===== src/rtl/rrwl_pkg.sv =====
// Shared request and status codes for the recursive reader-writer lock.
package rrwl_pkg;

	// request kinds
	localparam logic [2:0] K_LOCK          = 3'd0;
	localparam logic [2:0] K_TRY_LOCK      = 3'd1;
	localparam logic [2:0] K_UNLOCK        = 3'd2;
	localparam logic [2:0] K_LOCK_SHARED   = 3'd3;
	localparam logic [2:0] K_TRY_SHARED    = 3'd4;
	localparam logic [2:0] K_UNLOCK_SHARED = 3'd5;

	// result status codes
	localparam logic [1:0] ST_GRANTED = 2'd0;
	localparam logic [1:0] ST_REFUSED = 2'd1;
	localparam logic [1:0] ST_WAIT    = 2'd2;
	localparam logic [1:0] ST_ERROR   = 2'd3;

	// request fields as latched for the execute cycle
	typedef struct packed {
		logic [2:0] kind;
		logic [3:0] thread_id;
		logic       bad;
	} rrwl_req_t;

endpackage


===== src/rtl/recursive_reader_writer_lock.sv =====
// Top level of the recursive reader-writer lock manager.
//
// Requests arrive on the in channel (in_valid/in_ready) as a kind and a
// thread id; each request yields exactly one result on the out channel
// (out_valid/out_ready): a status, the write depth, the requester's shared
// count and the number of threads holding shared locks.
// The accept edge reads the thread's entry from the count table into the
// table's read register; the execute state then applies the update, writes
// the entry back and loads the result register once that register is free.
// One request is in progress at a time, as the table reads and then writes
// back one entry. A new request is taken while the previous result still
// waits; if the receiver stalls, the second request holds in its execute
// cycle until the result register frees. The recursion limit is written
// through cfg_wr_en/cfg_wr_data while idle; the user must keep to this, as
// the block itself does not enforce it. Reset clears the lock state at once:
// all counts read as zero, there is no owner and the limit is 65535.
module recursive_reader_writer_lock import rrwl_pkg::*; #(
	parameter int THREADS    = 16,
	parameter int COUNT_BITS = 16
) (
	input  logic        clk,
	input  logic        arst_n,
	input  logic        cfg_wr_en,
	input  logic [15:0] cfg_wr_data,
	input  logic        in_valid,
	output logic        in_ready,
	input  logic [2:0]  kind,
	input  logic [3:0]  thread_id,
	output logic        out_valid,
	input  logic        out_ready,
	output logic [1:0]  status,
	output logic [15:0] write_depth,
	output logic [15:0] shared_depth,
	output logic [4:0]  readers_active
);

	localparam int AW = $clog2(THREADS);
	localparam int OW = $clog2(THREADS+1);
	localparam int RW = $clog2(THREADS+1);
	localparam int IW = (AW > 4) ? AW : 4;
	localparam int CB = COUNT_BITS;

	localparam logic S_IDLE = 1'b0;
	localparam logic S_EXEC = 1'b1;

	logic              state_q;
	logic [15:0]       limit_q;
	logic [CB-1:0]     wc_q;
	logic [OW-1:0]     owner_q;
	logic              ww_q;
	logic [RW-1:0]     rt_q;
	rrwl_req_t         req_s1;
	logic [AW-1:0]     addr_s1;

	logic [1:0]        status_q;
	logic [15:0]       wdepth_q;
	logic [15:0]       sdepth_q;
	logic [4:0]        readers_q;
	logic              out_valid_q;

	logic              accept;
	logic              fire;
	logic [IW-1:0]     tid_w;
	logic [AW-1:0]     addr;
	logic [2*CB-1:0]   rd_entry;
	logic [CB-1:0]     sc_n;
	logic [CB-1:0]     pc_n;
	logic [CB-1:0]     wc_n;
	logic [OW-1:0]     owner_n;
	logic              ww_n;
	logic [RW-1:0]     rt_n;
	logic [1:0]        status_n;
	logic [31:0]       wc_wide;
	logic [31:0]       sc_wide;
	logic [31:0]       rt_wide;

	assign in_ready = (state_q == S_IDLE);
	assign accept   = in_valid && in_ready;
	assign fire     = (state_q == S_EXEC) && (!out_valid_q || out_ready);
	assign tid_w    = IW'(thread_id);
	assign addr     = tid_w[AW-1:0];

	rrwl_table #(
		.THREADS    (THREADS),
		.COUNT_BITS (COUNT_BITS)
	) u_table (
		.clk     (clk),
		.arst_n  (arst_n),
		.rd_en   (accept),
		.rd_addr (addr),
		.rd_data (rd_entry),
		.wr_en   (fire && !req_s1.bad),
		.wr_addr (addr_s1),
		.wr_data ({sc_n, pc_n})
	);

	rrwl_core #(
		.THREADS    (THREADS),
		.COUNT_BITS (COUNT_BITS)
	) u_core (
		.req     (req_s1),
		.limit   (limit_q),
		.sc      (rd_entry[2*CB-1:CB]),
		.pc      (rd_entry[CB-1:0]),
		.wc      (wc_q),
		.owner   (owner_q),
		.ww      (ww_q),
		.rt      (rt_q),
		.sc_n    (sc_n),
		.pc_n    (pc_n),
		.wc_n    (wc_n),
		.owner_n (owner_n),
		.ww_n    (ww_n),
		.rt_n    (rt_n),
		.status  (status_n)
	);

	// latch the request for its execute cycle
	always_ff @(posedge clk) begin
		if (accept) begin
			req_s1.kind      <= kind;
			req_s1.thread_id <= thread_id;
			req_s1.bad       <= (32'(thread_id) >= THREADS) || (kind > K_UNLOCK_SHARED);
			addr_s1          <= addr;
		end
	end

	// sequence read and write-back
	always_ff @(posedge clk or negedge arst_n) begin
		if (!arst_n) begin
			state_q <= S_IDLE;
		end else if (accept) begin
			state_q <= S_EXEC;
		end else if (fire) begin
			state_q <= S_IDLE;
		end
	end

	// hold the recursion limit
	always_ff @(posedge clk or negedge arst_n) begin
		if (!arst_n) begin
			limit_q <= 16'hFFFF;
		end else if (cfg_wr_en) begin
			limit_q <= cfg_wr_data;
		end
	end

	// advance the global lock state
	always_ff @(posedge clk or negedge arst_n) begin
		if (!arst_n) begin
			wc_q    <= '0;
			owner_q <= OW'(THREADS);
			ww_q    <= 1'b0;
			rt_q    <= '0;
		end else if (fire) begin
			wc_q    <= wc_n;
			owner_q <= owner_n;
			ww_q    <= ww_n;
			rt_q    <= rt_n;
		end
	end

	// report zero shared depth only for a thread outside the table
	assign wc_wide = 32'(wc_n);
	assign sc_wide = (32'(req_s1.thread_id) >= THREADS) ? 32'd0 : 32'(sc_n);
	assign rt_wide = 32'(rt_n);

	// load the result register, drop it when taken
	always_ff @(posedge clk or negedge arst_n) begin
		if (!arst_n) begin
			out_valid_q <= 1'b0;
		end else if (fire) begin
			out_valid_q <= 1'b1;
		end else if (out_ready) begin
			out_valid_q <= 1'b0;
		end
	end

	always_ff @(posedge clk) begin
		if (fire) begin
			status_q  <= status_n;
			wdepth_q  <= wc_wide[15:0];
			sdepth_q  <= sc_wide[15:0];
			readers_q <= rt_wide[4:0];
		end
	end

	assign out_valid      = out_valid_q;
	assign status         = status_q;
	assign write_depth    = wdepth_q;
	assign shared_depth   = sdepth_q;
	assign readers_active = readers_q;

endmodule


===== src/rtl/rrwl_table.sv =====
// Per-thread shared and parked count memory with per-entry valid bits.
module rrwl_table import rrwl_pkg::*; #(
	parameter int THREADS    = 16,
	parameter int COUNT_BITS = 16
) (
	input  logic                          clk,
	input  logic                          arst_n,
	input  logic                          rd_en,
	input  logic [$clog2(THREADS)-1:0]    rd_addr,
	output logic [2*COUNT_BITS-1:0]       rd_data,
	input  logic                          wr_en,
	input  logic [$clog2(THREADS)-1:0]    wr_addr,
	input  logic [2*COUNT_BITS-1:0]       wr_data
);

	logic [2*COUNT_BITS-1:0] mem [THREADS];
	logic [THREADS-1:0]      valid_q;
	logic [2*COUNT_BITS-1:0] data_s1;
	logic                    vld_s1;

	// write port
	always_ff @(posedge clk) begin
		if (wr_en) begin
			mem[wr_addr] <= wr_data;
		end
	end

	// mark written entries; unwritten ones read as zero
	always_ff @(posedge clk or negedge arst_n) begin
		if (!arst_n) begin
			valid_q <= '0;
		end else if (wr_en) begin
			valid_q[wr_addr] <= 1'b1;
		end
	end

	// registered read port, held between reads
	always_ff @(posedge clk) begin
		if (rd_en) begin
			data_s1 <= mem[rd_addr];
			vld_s1  <= valid_q[rd_addr];
		end
	end

	assign rd_data = vld_s1 ? data_s1 : '0;

endmodule


===== src/rtl/rrwl_core.sv =====
// Next-state logic of the lock for one request.
module rrwl_core import rrwl_pkg::*; #(
	parameter int THREADS    = 16,
	parameter int COUNT_BITS = 16
) (
	input  rrwl_req_t                        req,
	input  logic [15:0]                      limit,
	input  logic [COUNT_BITS-1:0]            sc,
	input  logic [COUNT_BITS-1:0]            pc,
	input  logic [COUNT_BITS-1:0]            wc,
	input  logic [$clog2(THREADS+1)-1:0]     owner,
	input  logic                             ww,
	input  logic [$clog2(THREADS+1)-1:0]     rt,
	output logic [COUNT_BITS-1:0]            sc_n,
	output logic [COUNT_BITS-1:0]            pc_n,
	output logic [COUNT_BITS-1:0]            wc_n,
	output logic [$clog2(THREADS+1)-1:0]     owner_n,
	output logic                             ww_n,
	output logic [$clog2(THREADS+1)-1:0]     rt_n,
	output logic [1:0]                       status
);

	localparam int OW = $clog2(THREADS+1);
	localparam logic [OW-1:0] NO_OWNER = OW'(THREADS);
	localparam logic [COUNT_BITS-1:0] CMAX = '1;

	logic [OW-1:0] tid_o;
	logic          is_owner;
	logic          nest_ok;
	logic          no_owner;

	function automatic logic [COUNT_BITS-1:0] sat_add(
		input logic [COUNT_BITS-1:0] a,
		input logic [COUNT_BITS-1:0] b
	);
		logic [COUNT_BITS:0] s;
		s = {1'b0, a} + {1'b0, b};
		return s[COUNT_BITS] ? CMAX : s[COUNT_BITS-1:0];
	endfunction

	assign tid_o    = OW'(req.thread_id);
	assign is_owner = (owner == tid_o);
	assign no_owner = (owner == NO_OWNER);
	assign nest_ok  = (33'(wc) < 33'(limit)) && (wc != CMAX);

	// decode the request against the lock state
	always_comb begin
		sc_n    = sc;
		pc_n    = pc;
		wc_n    = wc;
		owner_n = owner;
		ww_n    = ww;
		rt_n    = rt;
		status  = ST_ERROR;
		if (!req.bad) begin
			case (req.kind)
				K_LOCK: begin
					if (is_owner) begin
						if (nest_ok) begin
							wc_n   = wc + 1'b1;
							status = ST_GRANTED;
						end
					end else begin
						// park own shared holds
						if (sc != '0) begin
							pc_n = sat_add(pc, sc);
							sc_n = '0;
							rt_n = rt - 1'b1;
						end
						if (!no_owner) begin
							status = ST_WAIT;
						end else if (rt_n != '0) begin
							ww_n   = 1'b1;
							status = ST_WAIT;
						end else begin
							owner_n = tid_o;
							wc_n    = COUNT_BITS'(1);
							ww_n    = 1'b0;
							status  = ST_GRANTED;
						end
					end
				end
				K_TRY_LOCK: begin
					if (is_owner) begin
						if (nest_ok) begin
							wc_n   = wc + 1'b1;
							status = ST_GRANTED;
						end
					end else if (no_owner && rt == '0) begin
						owner_n = tid_o;
						wc_n    = COUNT_BITS'(1);
						ww_n    = 1'b0;
						status  = ST_GRANTED;
					end else begin
						status = ST_REFUSED;
					end
				end
				K_LOCK_SHARED, K_TRY_SHARED: begin
					if (is_owner) begin
						if (nest_ok) begin
							wc_n   = wc + 1'b1;
							status = ST_GRANTED;
						end
					end else if (!no_owner || ww) begin
						status = (req.kind == K_LOCK_SHARED) ? ST_WAIT : ST_REFUSED;
					end else if (sc != CMAX) begin
						if (sc == '0) begin
							rt_n = rt + 1'b1;
						end
						sc_n   = sc + 1'b1;
						status = ST_GRANTED;
					end
				end
				K_UNLOCK, K_UNLOCK_SHARED: begin
					if (is_owner) begin
						// write release; restore parked holds at depth zero
						if (wc != '0) begin
							wc_n   = wc - 1'b1;
							status = ST_GRANTED;
							if (wc == COUNT_BITS'(1)) begin
								if (pc != '0) begin
									if (sc == '0) begin
										rt_n = rt + 1'b1;
									end
									sc_n = sat_add(sc, pc);
									pc_n = '0;
								end
								owner_n = NO_OWNER;
							end
						end
					end else if (req.kind == K_UNLOCK_SHARED && sc != '0) begin
						sc_n = sc - 1'b1;
						if (sc == COUNT_BITS'(1)) begin
							rt_n = rt - 1'b1;
						end
						status = ST_GRANTED;
					end
				end
				default: begin
					status = ST_ERROR;
				end
			endcase
		end
	end

endmodule


===== config.mk =====
export PLATFORM = sky130hd
export DESIGN_NAME = recursive_reader_writer_lock
export DESIGN_NICKNAME = d
export VERILOG_FILES = /design/src/rtl/rrwl_pkg.sv /design/src/rtl/recursive_reader_writer_lock.sv /design/src/rtl/rrwl_table.sv /design/src/rtl/rrwl_core.sv
export SDC_FILE = /design/constraint.sdc
export NUM_CORES = 1
export LEC_CHECK = 0
export BUFFER_PORTS_ARGS = -buffer_cell sky130_fd_sc_hd__clkbuf_2
export CORE_MARGIN = 3
export CORE_UTILIZATION = 30
export CTS_CLUSTER_DIAMETER = 60
export DETAILED_ROUTE_END_ITERATION = 10
export GPL_TIMING_DRIVEN = 0
export PLACE_DENSITY = 0.56
export SLEW_MARGIN = 5
export SYNTH_ARGS = -nofsm -noshare
export SYNTH_HDL_FRONTEND = slang
export SYNTH_SLANG_ARGS = --single-unit

===== constraint.sdc =====
create_clock -name clk -period 4.6 [get_ports clk]
set_clock_uncertainty 0.1 [all_clocks]
set_input_delay 0.69 -clock clk [delete_from_list [all_inputs] [get_ports clk]]
set_output_delay 0.69 -clock clk [all_outputs]
set_load 0.05 [all_outputs]

==> impl_metrics.toml <==
[status]
status = "completed"

[critical_path]
worstPathCellList = "clkbuf_4, buf_8, buf_2, clkbuf_2, nand2_1, inv_1, ha_1, nand3_1, a2111oi_2, nor3b_2, mux2i_1, nor2_1, a211oi_1, o21ai_2, buf_8"
cp-start-kind = "register"
path_delay_family = "buffers and inverters"
path_class = "register to register"
cp.depth = 15
worstReg2RegStart = "u_table.vld_s1"
r2r_cells = 15
critPathBufInv = 6
cp-startpoint = "u_table.vld_s1"
crit_arrival_ns = 4.76
path_common_cell = "buf_8"
slowest_delay_ns = 0.67
regToRegEndpoint = "u_table.mem[11][26]"
r2r_slack_ns = 0.11
end_kind = "register"
endpoint = "u_table.mem[11][26]"
required_ns = 4.87
worstPathMaxFanout = 19
crit_path_top_delay_cell = "a2111oi_2"

[placement]
pre_cts_ws_ns = -2.36
globalplace.congestion = 0.907
dpl.hpwl_um = 60000
numPortBuffers = 68
dp_cells = 3243

[synthesis]
postSynthCellCount = 1873
yosysTopAreaCell = "edfxtp_1"
synth-edff-count = 592
syn-num-nets = 1930
synth_area_leaders = "edfxtp_1 (61%), mux4_2 (13%), dfrtp_1 (3.8%), nand2_1 (1.9%), o21ai_0 (1.6%)"
synth_area_per_cell_um2 = 15.5
ys_ff_latch = 653
yosysUniqueCellTypes = 83
yosysSeqAreaShare_pct = 66.4
ys.flop_type = "edfxtp_1"
synth_warnings = 0
async_reset_ff_share_pct = 9.34
synth_top_area_share_pct = 61.1
synth_area_um2 = 29100

[routing]
drt-total-wl_um = 86500
drt-pass1-iter-count = 6
antenna_left = 0
wire_per_inst_um = 25.5
drc = 0
num_vias = 18500
drtIter0Drc = 1969
drt-vias-per-instance = 5.47

[power]
ir_worst_vdd_mv = 0.230
p_leak_nw = 11.4
powerDensity_nw_per_um2 = 508

[grt]
grt_pass1_wl_um = 127000
grt_max_degree = 49
grt_antenna_before_repair = 1
gr-total-overflow = 0
grt_pass1_vias = 18600
grt_usage_pct = 16.8

[sta]
setup_viol = 0
worst_pin_slew_ns = 1.24
hold_violations = 0
fin_crit_ns = 4.49
maxSlewViolCount = 0
slew_headroom_pct = 17.1
fmax_mhz = 223
finalCritPeriodShare_pct = 97.6
setup_ws_ns = 0.111

[layout]
nFillCells = 9036
register_area_um2 = 19300
drive_gt1_share_pct = 25.0
synthToLayoutAreaGrowth_pct = 18.8
final_cells = 3385
finish.utilization_pct = 36.2
nNetsFinal = 2121
n_antenna_cell = 0
multi_input_area_um2 = 9600

[floorplanning]
die_y_um = 317
dieArea_um2 = 101000
row_count = 113
initial_core_util_pct = 30.5
core_area_um2 = 95600
ios = 69
die_width_um = 317

[worst_hold_path]
min_path_type = "input port to register"
min_path_cells = 3

[job]
drv_cap = 0

[cts]
cts_buffers = 70
cts_root_buffer = "clkbuf_16"
cts.sinks = 653
clock_latency_ns = 0.63
cts_tree = "yes"
clkTransAtPathRegs_ns = 0.06
htree_levels = 3
clockBufferDepth = 3
[worst min-delay path by stage]
stage	startpoint	endpoint	slack [ns]
4_1_cts	cfg_wr_data[14]	limit_q[14]	0.14
3_3_place_gp	u_table.valid_q[11]	u_table.valid_q[11]	0.35
6_report	cfg_wr_data[14]	limit_q[14]	0.17
2_1_floorplan	arst_n	out_valid	0.29
3_5_place_dp	u_table.valid_q[1]	u_table.valid_q[1]	0.35
5_1_grt	cfg_wr_data[4]	limit_q[4]	0.16
[state kept, by name (all words and copies together) (netlist names), 2 cells and up]
register,flops
status,2
wc_q,16
write_depth,16
readers_active,5
u_table.valid_q,16
req_s1,4
limit_q,16
addr_s1,4
u_table.data_s1,32
u_table.mem,512
owner_q,5
rt_q,5
shared_depth,16
[synthesized netlist by cell type (all sizes together) (24+ instances only)]
| cell type | n |
|---|---|
| nor3 | 37 |
| nand2 | 144 |
| clkbuf | 82 |
| o21ai | 98 |
| edfxtp | 592 |
| ha | 29 |
| a21oi | 74 |
| mux4 | 165 |
| or2 | 24 |
| inv | 39 |
| dfrtp | 44 |
| xnor2 | 25 |
| nor2 | 108 |
| buf | 29 |
| nand3 | 45 |
[area by class of cell]
| type | count | area share, % |
|---|---|---|
| repair buffers | 120 | 3.44 |
| clock buffers | 78 | 5.28 |
| well taps | 1265 | 4.58 |
| plain buffers | 109 | 1.35 |
| multi-input cells | 1071 | 27.8 |
| inverters | 39 | 0.423 |
| flip-flops and latches | 653 | 55.9 |
| clock inverters | 50 | 1.24 |
[worst reg2reg max path, cell delays in order (launching register included)]
cell and delay (ns):
edfxtp_1 0.35, clkbuf_4 0.25, buf_8 0.22, buf_2 0.29, clkbuf_2 0.33, nand2_1 0.18
inv_1 0.13, ha_1 0.27, nand3_1 0.16, a2111oi_2 0.67, nor3b_2 0.40, mux2i_1 0.22
nor2_1 0.05, a211oi_1 0.30, o21ai_2 0.12, buf_8 0.19
[power breakdown]
group | switching, mW | internal, mW
combinational | 3.05 | 1.29
sequential | 0.303 | 7.41
clock | 2.38 | 3.12
[timing repair]
action	in CTS	in global routing
pin swaps	8	10
resized for setup	47	25
setup endpoints to repair	577	534
hold buffers	1	0
buffers inserted	8	7
gates cloned	0	1
endpoints found under the hold margin	16	0
[layer usage]
layer  vias to the layer above  wire length [um]  track usage (%)
li1                       7892                 -                -
met1                      9693             37200             23.2
met3                       133              5910             3.12
met2                       809             40900             27.0
met5                         -                 0                0
met4                         0              2380             4.90
[cell usage in the layout (no fill, tap or decap), types with 14 or more instances in the layout]
cell type	instances
a21o_1	14
a21oi_1	71
a31oi_1	19
and2_1	15
buf_1	15
buf_12	24
buf_4	15
clkbuf_1	82
clkbuf_16	72
clkbuf_2	68
clkinv_1	17
clkinv_2	15
dfrtp_1	44
dfstp_2	17
edfxtp_1	592
ha_1	29
inv_1	39
mux4_2	165
nand2_1	139
nand2b_1	15
nand3_1	44
nand4_1	16
nor2_1	94
nor3_1	32
nor4_1	17
o21ai_0	84
o31ai_1	15
or2_2	24
xnor2_1	25
[cells by family (layout without fill, tap and decap cells)]
logic type | count (synthesis) | in the layout | share of synthesized area, %
flops | 653 | 653 | 66.4
simple gates | 468 | 468 | 7.69
mux | 180 | 180 | 13.3
buf+inv | 150 | 396 | 2.03
xor+xnor | 34 | 34 | 1.02
compound gates | 358 | 359 | 8.24
fa+ha+maj | 30 | 30 | 1.28
[stage by stage]
step / cell area (um^2) / hold WS [ns] / power, mW / setup TNS, ns
6_report: 34600 / 0.173 / 17.6 / 0
5_1_grt: 34600 / 0.156 / 18.3 / -0.0224
4_1_cts: 34300 / 0.137 / 17.5 / 0
3_5_place_dp: 31800 / 0.349 / 11.9 / -886.89
3_3_place_gp: 31000 / 0.346 / 11.7 / -1731.10
2_1_floorplan: 29100 / 0.294 / 10.4 / -0.116
No activity file was read; power rests on OpenSTA's default activity.
